[config.mk]
export PLATFORM = sky130hd
export DESIGN_NAME = echo_level_filter
export DESIGN_NICKNAME = d
export VERILOG_FILES = /design/src/sv/elf_pkg.sv /design/src/sv/elf_cell.sv /design/src/sv/elf_div.sv /design/src/sv/echo_level_filter.sv
export SDC_FILE = /design/constraint.sdc
export NUM_CORES = 1
export LEC_CHECK = 0
export ABC_AREA = 1
export BUFFER_PORTS_ARGS = -buffer_cell sky130_fd_sc_hd__buf_2
export CAP_MARGIN = 20
export CORE_MARGIN = 5
export CORE_UTILIZATION = 30
export DETAILED_ROUTE_END_ITERATION = 8
export PLACE_DENSITY = 0.53
export REMOVE_ABC_BUFFERS = 1
export SYNTH_ARGS = -nofsm -noshare
export SYNTH_HDL_FRONTEND = slang
export SYNTH_SLANG_ARGS = --single-unit
[constraint.sdc]
create_clock -name clk -period 11.2 [get_ports clk]
set_clock_uncertainty 0.2 [all_clocks]
set_input_delay 0 -clock clk [delete_from_list [all_inputs] [get_ports clk]]
set_output_delay 0 -clock clk [all_outputs]
set_load 0.03 [all_outputs]
[src/sv/elf_pkg.sv]
// Shared widths, constants and control types for the echo level filter.
package elf_pkg;

  localparam int MAX_WINDOW = 16;
  localparam int IDX_W      = $clog2(MAX_WINDOW);
  localparam int WIN_W      = $clog2(MAX_WINDOW + 1);
  localparam int LVL_W      = 7;
  localparam int ECHO_W     = 20;
  localparam int HGT_W      = 16;
  localparam int CFG_W      = 16;
  localparam int NUM_W      = ECHO_W + 5;
  localparam int DEN_W      = HGT_W;
  localparam int DCNT_W     = $clog2(NUM_W);
  localparam int SUM_W      = $clog2(MAX_WINDOW * 127 + 1);
  localparam int SCORE_W    = 7;

  localparam logic [HGT_W-1:0] HEIGHT_RST = 16'd1000;
  localparam logic [WIN_W-1:0] WINDOW_RST = WIN_W'(8);

  localparam logic [SCORE_W-1:0] SCORE_LIMIT = 7'd100;
  localparam logic [SCORE_W-1:0] SCORE_UP    = 7'd10;
  localparam logic [SCORE_W-1:0] SCORE_DOWN  = 7'd2;
  localparam logic [7:0]         SLEW_BAND   = 8'd20;
  localparam logic [7:0]         SLEW_STEP   = 8'd5;
  localparam logic [7:0]         LEVEL_FULL  = 8'd100;
  localparam logic [7:0]         LEVEL_OFF   = 8'hFF;

  localparam logic CFG_HEIGHT = 1'b0;
  localparam logic CFG_WINDOW = 1'b1;

  localparam logic REQ_SAMPLE  = 1'b0;
  localparam logic REQ_RESTART = 1'b1;

  // Per-cell control: load a new value, and take it from the right-hand neighbor
  // instead of the injected value.
  typedef struct packed {
    logic load;
    logic from_next;
  } cell_ctrl_t;

  typedef struct packed {
    logic start;
  } div_ctrl_t;

endpackage

[src/sv/elf_cell.sv]
// One history cell of the level window: holds an entry, shifts from its neighbor.
module elf_cell (
  input  logic                         clk,
  input  logic                         rst_n,
  input  elf_pkg::cell_ctrl_t          ctrl,
  input  logic [elf_pkg::LVL_W-1:0]    next_val,
  input  logic [elf_pkg::LVL_W-1:0]    inj_val,
  output logic [elf_pkg::LVL_W-1:0]    val
);
  import elf_pkg::*;

  logic [LVL_W-1:0] val_r;
  logic [LVL_W-1:0] val_nxt;

  always_comb begin
    val_nxt = val_r;
    if (ctrl.load) begin
      val_nxt = ctrl.from_next ? next_val : inj_val;
    end
  end

  always_ff @(posedge clk) begin
    if (!rst_n) begin
      val_r <= '0;
    end else begin
      val_r <= val_nxt;
    end
  end

  assign val = val_r;

endmodule

[src/sv/elf_div.sv]
// Restoring serial divider, one quotient bit per cycle.
module elf_div (
  input  logic                        clk,
  input  logic                        rst_n,
  input  elf_pkg::div_ctrl_t          ctrl,
  input  logic [elf_pkg::NUM_W-1:0]   num,
  input  logic [elf_pkg::DEN_W-1:0]   den,
  output logic                        done,
  output logic [elf_pkg::NUM_W-1:0]   quo,
  output logic [elf_pkg::DEN_W-1:0]   rem
);
  import elf_pkg::*;

  logic              busy_r, busy_nxt;
  logic              done_r, done_nxt;
  logic [DCNT_W-1:0] cnt_r, cnt_nxt;
  logic [NUM_W-1:0]  quo_r, quo_nxt;
  logic [DEN_W-1:0]  rem_r, rem_nxt;
  logic [DEN_W-1:0]  den_r, den_nxt;
  logic [DEN_W:0]    part;
  logic [DEN_W:0]    diff;

  always_comb begin
    part     = {rem_r, quo_r[NUM_W-1]};
    diff     = part - {1'b0, den_r};
    busy_nxt = busy_r;
    done_nxt = 1'b0;
    cnt_nxt  = cnt_r;
    quo_nxt  = quo_r;
    rem_nxt  = rem_r;
    den_nxt  = den_r;
    if (ctrl.start) begin
      busy_nxt = 1'b1;
      cnt_nxt  = '0;
      quo_nxt  = num;
      rem_nxt  = '0;
      den_nxt  = den;
    end else if (busy_r) begin
      if (part >= {1'b0, den_r}) begin
        rem_nxt = diff[DEN_W-1:0];
        quo_nxt = {quo_r[NUM_W-2:0], 1'b1};
      end else begin
        rem_nxt = part[DEN_W-1:0];
        quo_nxt = {quo_r[NUM_W-2:0], 1'b0};
      end
      cnt_nxt = cnt_r + 1'b1;
      if (cnt_r == DCNT_W'(NUM_W - 1)) begin
        busy_nxt = 1'b0;
        done_nxt = 1'b1;
      end
    end
  end

  always_ff @(posedge clk) begin
    if (!rst_n) begin
      busy_r <= 1'b0;
      done_r <= 1'b0;
      cnt_r  <= '0;
    end else begin
      busy_r <= busy_nxt;
      done_r <= done_nxt;
      cnt_r  <= cnt_nxt;
    end
    quo_r <= quo_nxt;
    rem_r <= rem_nxt;
    den_r <= den_nxt;
  end

  assign done = done_r;
  assign quo  = quo_r;
  assign rem  = rem_r;

endmodule

[src/sv/echo_level_filter.sv]
// Top level: echo width to fill level, fault scoring and window averaging.
// A good sample runs two serial divisions in one shared divider, a window rotation through
// the cell row and the fill/shift/output steps, with the fill step only on the first sample
// after reset or a restart. Faults and disabled samples skip the divider and go straight to
// the output step; restarts give none. One item is in work at a time; the next input is
// taken once the result is parked in the output register.
// Synchronous active-low reset: history cells clear to zero; control, score, flags and
// config go to reset values.
module echo_level_filter (
  input  logic        clk,
  input  logic        rst_n,
  input  logic        in_tvalid,
  output logic        in_tready,
  input  logic [23:0] in_tdata,   // [19:0] echo_us, [23:20] zero
  input  logic        in_tuser,   // [0] req_type
  output logic        out_tvalid,
  input  logic        out_tready,
  output logic [7:0]  out_tdata,  // [7:0] level_pct
  output logic [1:0]  out_tuser,  // [0] fault, [1] disabled
  input  logic        cfg_we,
  input  logic        cfg_idx,
  input  logic [15:0] cfg_wdata
);
  import elf_pkg::*;

  localparam logic [2:0] S_IDLE  = 3'd0;
  localparam logic [2:0] S_DIV1  = 3'd1;
  localparam logic [2:0] S_FILL  = 3'd2;
  localparam logic [2:0] S_SHIFT = 3'd3;
  localparam logic [2:0] S_ROT   = 3'd4;
  localparam logic [2:0] S_DIV2  = 3'd5;
  localparam logic [2:0] S_OUT   = 3'd6;

  logic [2:0]         state_r, state_nxt;
  logic [HGT_W-1:0]   height_r, height_nxt;
  logic [WIN_W-1:0]   window_r, window_nxt;
  logic [SCORE_W-1:0] score_r, score_nxt;
  logic               boot_r, boot_nxt;
  logic               dis_r, dis_nxt;
  logic [LVL_W-1:0]   lvl_r, lvl_nxt;
  logic [SUM_W-1:0]   sum_r, sum_nxt;
  logic [IDX_W-1:0]   cnt_r, cnt_nxt;
  logic [7:0]         res_lvl_r, res_lvl_nxt;
  logic               res_fault_r, res_fault_nxt;
  logic               res_dis_r, res_dis_nxt;
  logic               ov_r, ov_nxt;
  logic [7:0]         ol_r, ol_nxt;
  logic               of_r, of_nxt;
  logic               od_r, od_nxt;

  logic               in_xfer;
  logic [ECHO_W-1:0]  echo;
  logic               echo_zero;
  logic [WIN_W-1:0]   w_eff;
  logic [IDX_W-1:0]   wm1;
  logic [HGT_W-1:0]   h_eff;
  logic [LVL_W-1:0]   hist [MAX_WINDOW];
  logic [LVL_W-1:0]   last;
  logic [LVL_W-1:0]   inj;
  logic [LVL_W-1:0]   slewed;
  logic [7:0]         last_ext;
  logic [7:0]         lvl_ext;
  cell_ctrl_t         cctrl [MAX_WINDOW];

  div_ctrl_t          dctrl;
  logic [NUM_W-1:0]   dnum;
  logic [DEN_W-1:0]   dden;
  logic               ddone;
  logic [NUM_W-1:0]   dquo;
  logic [DEN_W-1:0]   drem;
  logic               rnz;
  logic               over;
  logic               slot_free;

  assign in_tready = (state_r == S_IDLE);
  assign in_xfer   = in_tvalid && in_tready;
  assign echo      = in_tdata[ECHO_W-1:0];
  assign echo_zero = (echo == '0);
  assign slot_free = !ov_r || out_tready;

  always_comb begin
    w_eff = window_r;
    if (window_r == '0) begin
      w_eff = WIN_W'(1);
    end else if (window_r > WIN_W'(MAX_WINDOW)) begin
      w_eff = WIN_W'(MAX_WINDOW);
    end
  end
  assign wm1   = IDX_W'(w_eff - 1'b1);
  assign h_eff = (height_r == '0) ? HGT_W'(1) : height_r;
  assign last  = hist[wm1];

  // Slew toward the newest entry when the jump is too large.
  always_comb begin
    last_ext = {1'b0, last};
    lvl_ext  = {1'b0, lvl_r};
    slewed   = lvl_r;
    if (lvl_ext > last_ext + SLEW_BAND) begin
      slewed = LVL_W'(last_ext + SLEW_STEP);
    end else if (lvl_ext + SLEW_BAND < last_ext) begin
      slewed = LVL_W'(last_ext - SLEW_STEP);
    end
  end

  always_comb begin
    inj = hist[0];
    case (state_r)
      S_FILL:  inj = lvl_r;
      S_SHIFT: inj = slewed;
      default: inj = hist[0];
    endcase
  end

  always_comb begin
    for (int i = 0; i < MAX_WINDOW; i++) begin
      cctrl[i] = '0;
      if (state_r == S_FILL) begin
        cctrl[i].load = (IDX_W'(i) <= wm1);
      end else if (state_r == S_SHIFT || state_r == S_ROT) begin
        cctrl[i].load      = (IDX_W'(i) <= wm1);
        cctrl[i].from_next = (IDX_W'(i) < wm1);
      end
    end
  end

  for (genvar i = 0; i < MAX_WINDOW; i++) begin : g_cell
    if (i < MAX_WINDOW - 1) begin : g_mid
      elf_cell u_cell (
        .clk      (clk),
        .rst_n    (rst_n),
        .ctrl     (cctrl[i]),
        .next_val (hist[i+1]),
        .inj_val  (inj),
        .val      (hist[i])
      );
    end else begin : g_end
      elf_cell u_cell (
        .clk      (clk),
        .rst_n    (rst_n),
        .ctrl     (cctrl[i]),
        .next_val ('0),
        .inj_val  (inj),
        .val      (hist[i])
      );
    end
  end

  always_comb begin
    dctrl.start = 1'b0;
    dnum        = ({5'b0, echo} << 4) + {5'b0, echo};
    dden        = h_eff;
    if (state_r == S_ROT) begin
      dnum = NUM_W'(sum_r) + NUM_W'(hist[0]);
      dden = DEN_W'(w_eff);
    end
    if (in_xfer && in_tuser == REQ_SAMPLE && !dis_r && !echo_zero) begin
      dctrl.start = 1'b1;
    end
    if (state_r == S_ROT && cnt_r == wm1) begin
      dctrl.start = 1'b1;
    end
  end

  elf_div u_div (
    .clk   (clk),
    .rst_n (rst_n),
    .ctrl  (dctrl),
    .num   (dnum),
    .den   (dden),
    .done  (ddone),
    .quo   (dquo),
    .rem   (drem)
  );

  assign rnz  = (drem != '0);
  assign over = (dquo >= NUM_W'(LEVEL_FULL)) ||
                ((dquo == NUM_W'(LEVEL_FULL - 1'b1)) && rnz);

  always_comb begin
    state_nxt     = state_r;
    height_nxt    = height_r;
    window_nxt    = window_r;
    score_nxt     = score_r;
    boot_nxt      = boot_r;
    dis_nxt       = dis_r;
    lvl_nxt       = lvl_r;
    sum_nxt       = sum_r;
    cnt_nxt       = cnt_r;
    res_lvl_nxt   = res_lvl_r;
    res_fault_nxt = res_fault_r;
    res_dis_nxt   = res_dis_r;
    ov_nxt        = ov_r;
    ol_nxt        = ol_r;
    of_nxt        = of_r;
    od_nxt        = od_r;

    if (cfg_we) begin
      case (cfg_idx)
        CFG_HEIGHT: height_nxt = cfg_wdata[HGT_W-1:0];
        CFG_WINDOW: window_nxt = cfg_wdata[WIN_W-1:0];
        default:    height_nxt = height_r;
      endcase
    end

    if (ov_r && out_tready) begin
      ov_nxt = 1'b0;
    end

    case (state_r)
      S_IDLE: begin
        if (in_xfer) begin
          res_fault_nxt = echo_zero;
          if (in_tuser == REQ_RESTART) begin
            boot_nxt = 1'b1;
            dis_nxt  = 1'b0;
          end else if (dis_r) begin
            res_lvl_nxt = LEVEL_OFF;
            res_dis_nxt = 1'b1;
            state_nxt   = S_OUT;
          end else if (echo_zero) begin
            if (score_r >= SCORE_LIMIT) begin
              dis_nxt     = 1'b1;
              res_lvl_nxt = LEVEL_OFF;
              res_dis_nxt = 1'b1;
            end else begin
              score_nxt   = score_r + SCORE_UP;
              res_lvl_nxt = {1'b0, last};
              res_dis_nxt = 1'b0;
            end
            state_nxt = S_OUT;
          end else begin
            if (score_r >= SCORE_DOWN) begin
              score_nxt = score_r - SCORE_DOWN;
            end
            state_nxt = S_DIV1;
          end
        end
      end
      S_DIV1: begin
        if (ddone) begin
          lvl_nxt   = over ? '0 : LVL_W'(LEVEL_FULL - 8'(dquo[6:0]) - 8'(rnz));
          state_nxt = boot_r ? S_FILL : S_SHIFT;
        end
      end
      S_FILL: begin
        boot_nxt  = 1'b0;
        state_nxt = S_SHIFT;
      end
      S_SHIFT: begin
        sum_nxt   = '0;
        cnt_nxt   = '0;
        state_nxt = S_ROT;
      end
      S_ROT: begin
        // Rotate the live window once around, adding up the head cell.
        sum_nxt = sum_r + SUM_W'(hist[0]);
        cnt_nxt = cnt_r + 1'b1;
        if (cnt_r == wm1) begin
          state_nxt = S_DIV2;
        end
      end
      S_DIV2: begin
        if (ddone) begin
          res_lvl_nxt = dquo[7:0];
          res_fault_nxt = 1'b0;
          res_dis_nxt = 1'b0;
          state_nxt   = S_OUT;
        end
      end
      S_OUT: begin
        if (slot_free) begin
          ov_nxt    = 1'b1;
          ol_nxt    = res_lvl_r;
          of_nxt    = res_fault_r;
          od_nxt    = res_dis_r;
          state_nxt = S_IDLE;
        end
      end
      default: state_nxt = S_IDLE;
    endcase
  end

  always_ff @(posedge clk) begin
    if (!rst_n) begin
      state_r  <= S_IDLE;
      height_r <= HEIGHT_RST;
      window_r <= WINDOW_RST;
      score_r  <= '0;
      boot_r   <= 1'b1;
      dis_r    <= 1'b0;
      ov_r     <= 1'b0;
      cnt_r    <= '0;
    end else begin
      state_r  <= state_nxt;
      height_r <= height_nxt;
      window_r <= window_nxt;
      score_r  <= score_nxt;
      boot_r   <= boot_nxt;
      dis_r    <= dis_nxt;
      ov_r     <= ov_nxt;
      cnt_r    <= cnt_nxt;
    end
    lvl_r       <= lvl_nxt;
    sum_r       <= sum_nxt;
    res_lvl_r   <= res_lvl_nxt;
    res_fault_r <= res_fault_nxt;
    res_dis_r   <= res_dis_nxt;
    ol_r        <= ol_nxt;
    of_r        <= of_nxt;
    od_r        <= od_nxt;
  end

  assign out_tvalid = ov_r;
  assign out_tdata  = ol_r;
  assign out_tuser  = {od_r, of_r};

endmodule

==> impl_metrics.yaml <==
timing:
  clock.fmax_ghz: 0.168
  max_slew_margin_pct: 26.6
  holdWs_ns: 0.0456
  setup_viol: 0
  slew_violations: 0
  tightest_slew_ns: 1.10
  period_share_pct: 53.3
  hold_viol: 0
  period_needed_ns: 5.96
  setup_tns_ns: 0
  rsz0062_at_grt: "false"
floorplanning:
  core_area_sq_um: 52400
  die_w_um: 240
  dieArea_sq_um: 57600
  io-pin-count: 59
  start_util_pct: 30.2
  die_y_um: 240
  rows: 84
pwr:
  pwr_density_cell_nw_per_um2: 206
  p_total_mw: 3.81
  leakage_nw: 8.44
  max-vdd-ir-drop_mv: 0.107
critical_path:
  crit_chain: "nor2_4 > nand2_1 > nand2_1 > nand2_2 > ha_1 > inv_1 > nand2_2 > nand2_4 > nor2_4 > nand2_1 > nand2_1 > nor2_2 > ha_1 > ha_1 > a21oi_1 > o21ai_0 > a21oi_1 > nor2_1 > nand2_4 > o211ai_2 > nand2_1 > o21ai_0 > inv_1"
  arrival_ns: 6.23
  end_kind: "flop"
  cp_common_cell: "nand2_1"
  startpoint: "window_r[2]$_SDFFE_PN0P_"
  crit_path_start_kind: "flop"
  critPathKind: "flop to flop"
  cp_max_fo: 42
  r2r-start: "window_r[2]$_SDFFE_PN0P_"
  slowest_delay_ns: 0.84
  path_buf_inv: 2
  worst_ep_required_time_ns: 11.47
  cpLargestDelayFamily: "simple AND/OR/NAND/NOR gates"
  cpMaxStageDelayCell: "o211ai_2"
logic_synthesis:
  syn_avg_cell_area_sq_um: 6.96
  async_reset_ff_share_pct: 0
  ys.flop_type: "dfxtp_1"
  synth.largest_area_cell: "dfxtp_1"
  netlist_instances: 2279
  ys_seq_elements: 251
  yosysWarnings: 0
  synth.area.top_cells: "dfxtp_1 (22%), edfxtp_1 (15%), nand2_1 (14%), a21oi_1 (7.4%), inv_1 (6.7%)"
  synth-edff-count: 79
  syn_area_sq_um: 15900
  synth_cell_types: 55
  yosysSeqAreaShare_pct: 36.7
  yosysTopAreaCellShare_pct: 21.7
clock_tree:
  cts.htree.levels: 1
  cts_buffers: 30
  clk_latency_ns: 0.58
  cts.path.max_buffers: 3
  post_cts_buffers: 0
  cts_tree: "built"
  cts_root_buffer: "clkbuf_16"
  clkTransAtPathRegs_ns: 0.07
  clock_sinks: 251
grt:
  grt_max_degree: 70
  overflow: 0
  antenna_found_initial: 0
  grt_pass1_vias: 14811
  grt_pass1_wl_um: 78500
  track_usage_pct: 16.5
finish:
  nFillCells: 5552
  fin_util_pct: 35.2
  drive_above_1_share_pct: 7.45
  diodes: 0
  nets: 2491
  syn2layout_area_growth_pct: 16.3
place:
  port_buffers: 54
  gp_congestion: 0.856
  dpl.hpwl_um: 33100
drt:
  avgRoutedWirePerCell_um: 15.9
  num_vias: 15280
  routed_wl_um: 49100
  vias_per_cell: 4.97
  firstDrtPassIters: 6
  drc: 0
  drtIter0Drc: 1092
  ant_nets: 0
min_path:
  hold_class: "input pin to flop"
  hp-start: "in_tdata[5]"
run:
  cap_viol_max_count: 0
status:
  status: "finished, final reports clean"
## Yosys cell counts (5+ instances only)
library cell / n
o21ai_0: 179
nor2_4: 7
nand2_2: 20
inv_2: 7
a22oi_1: 7
nor4_1: 18
nor2_1: 164
dfxtp_1: 172
edfxtp_1: 79
nand3_1: 196
a21oi_1: 233
inv_1: 285
buf_4: 6
buf_2: 13
nand2_1: 589
ha_1: 75
buf_6: 6
nor3_1: 13
xnor2_1: 13
nand4_1: 11
o21ai_1: 5
o211ai_1: 16
nand3_4: 6
o22ai_1: 7
clkbuf_1: 55
nand2_4: 6
xor2_1: 27
buf_1: 9
## cell families (layout without fill, tap and decap cells)
group | Yosys count | count (layout) | share of synthesized area, %
AO/OA/AOI/OAI | 478 | 478 | 16.3
XOR/XNOR | 40 | 40 | 2.21
adder cells (fa/ha/maj) | 78 | 78 | 6.30
buffers and inverters | 386 | 495 | 9.70
flip-flops | 251 | 251 | 36.7
AND/OR/NAND/NOR | 1046 | 1046 | 28.9
## path summary, 6_finish.rpt
check                                           endpoint  depth (start not counted)  slack [ns]
max          g_cell[15].g_end.u_cell.val[0]$_SDFFE_PN0P_                         23        5.24
min                               u_div.quo[5]$_DFFE_PP_                          6        0.05
max reg2reg  g_cell[15].g_end.u_cell.val[0]$_SDFFE_PN0P_                         23        5.24
min reg2reg                               of_r$_DFFE_PP_                          0        0.22
## worst register-to-register path, cell delays in order, from the launching register on
cell	delay (ns)
dfxtp_1	0.37
nor2_4	0.19
nand2_1	0.07
nand2_1	0.09
nand2_2	0.61
ha_1	0.55
inv_1	0.10
nand2_2	0.12
nand2_4	0.18
nor2_4	0.08
nand2_1	0.13
nand2_1	0.14
nor2_2	0.34
ha_1	0.32
ha_1	0.30
a21oi_1	0.06
o21ai_0	0.14
a21oi_1	0.08
nor2_1	0.29
nand2_4	0.16
o211ai_2	0.84
nand2_1	0.22
o21ai_0	0.21
inv_1	0.06
## layer usage
layer / global-route usage [%] / wire length (um)
met1: 22.2 / 22500
met2: 27.6 / 22300
met3: 2.51 / 2700
met4: 5.09 / 1540
met5: 0 / 0
## layout by cell type (no fill, tap or decap), drive strengths merged, types with 4 or more instances in the layout
cell and instances:
o211ai 20, clkinv 11, or2 4, a31oi 5, edfxtp 79, nor2 175
a22oi 7, o21ai 184, clkbuf 42, xor2 27, ha 75, dlygate4sd3 77
buf 67, nor4 18, inv 294, o22ai 7, nor3 14, nand3 202
nand4 12, a21oi 233, nand2 615, dfxtp 172, xnor2 13
## layout make-up
cell class | instances | area [sq um] | share of cell area [%]
inverter | 297 | 1120 | 6.08
sequential | 251 | 5820 | 31.5
clock buffer | 42 | 857 | 4.65
clock inverter | 12 | 119 | 0.645
tap | 688 | 861 | 4.67
timing repair buffer | 144 | 1160 | 6.28
multi-input combinational | 1642 | 8510 | 46.1
## report_power, final
part / total, mW / switching [mW] / internal (mW)
Clock: 0.981 / 0.405 / 0.576
Sequential: 1.20 / 0.0918 / 1.11
Combinational: 1.62 / 1.10 / 0.526
## sequential cells by signal (all words and copies together) (netlist names), 7 cells and up
name,cells
u_div.rem,16
g_cell.g_end.u_cell.val,7
height_r,16
g_cell.g_mid.u_cell.val,105
u_div.den_r,16
lvl_r,7
res_lvl_r,8
out_tdata,8
sum_r,11
u_div.quo,25
## per-stage QoR
| step | std cells | area (sq um) | setup WS [ns] |
|---|---|---|---|
| after floorplan | 2190 | 15400 | 5.70 |
| after global placement | 2943 | 16700 | 5.42 |
| after detailed placement | 2943 | 16700 | 5.29 |
| after CTS | 3074 | 18400 | 5.31 |
| after global routing | 3076 | 18400 | 4.87 |
| final | 3076 | 18400 | 5.24 |
## what timing repair did
| item | CTS | global route |
|---|---|---|
| gates resized for setup | 0 | 0 |
| hold buffers | 77 | 0 |
| hold endpoints to repair | 72 | 0 |
No activity file was read; power rests on OpenSTA's default activity.
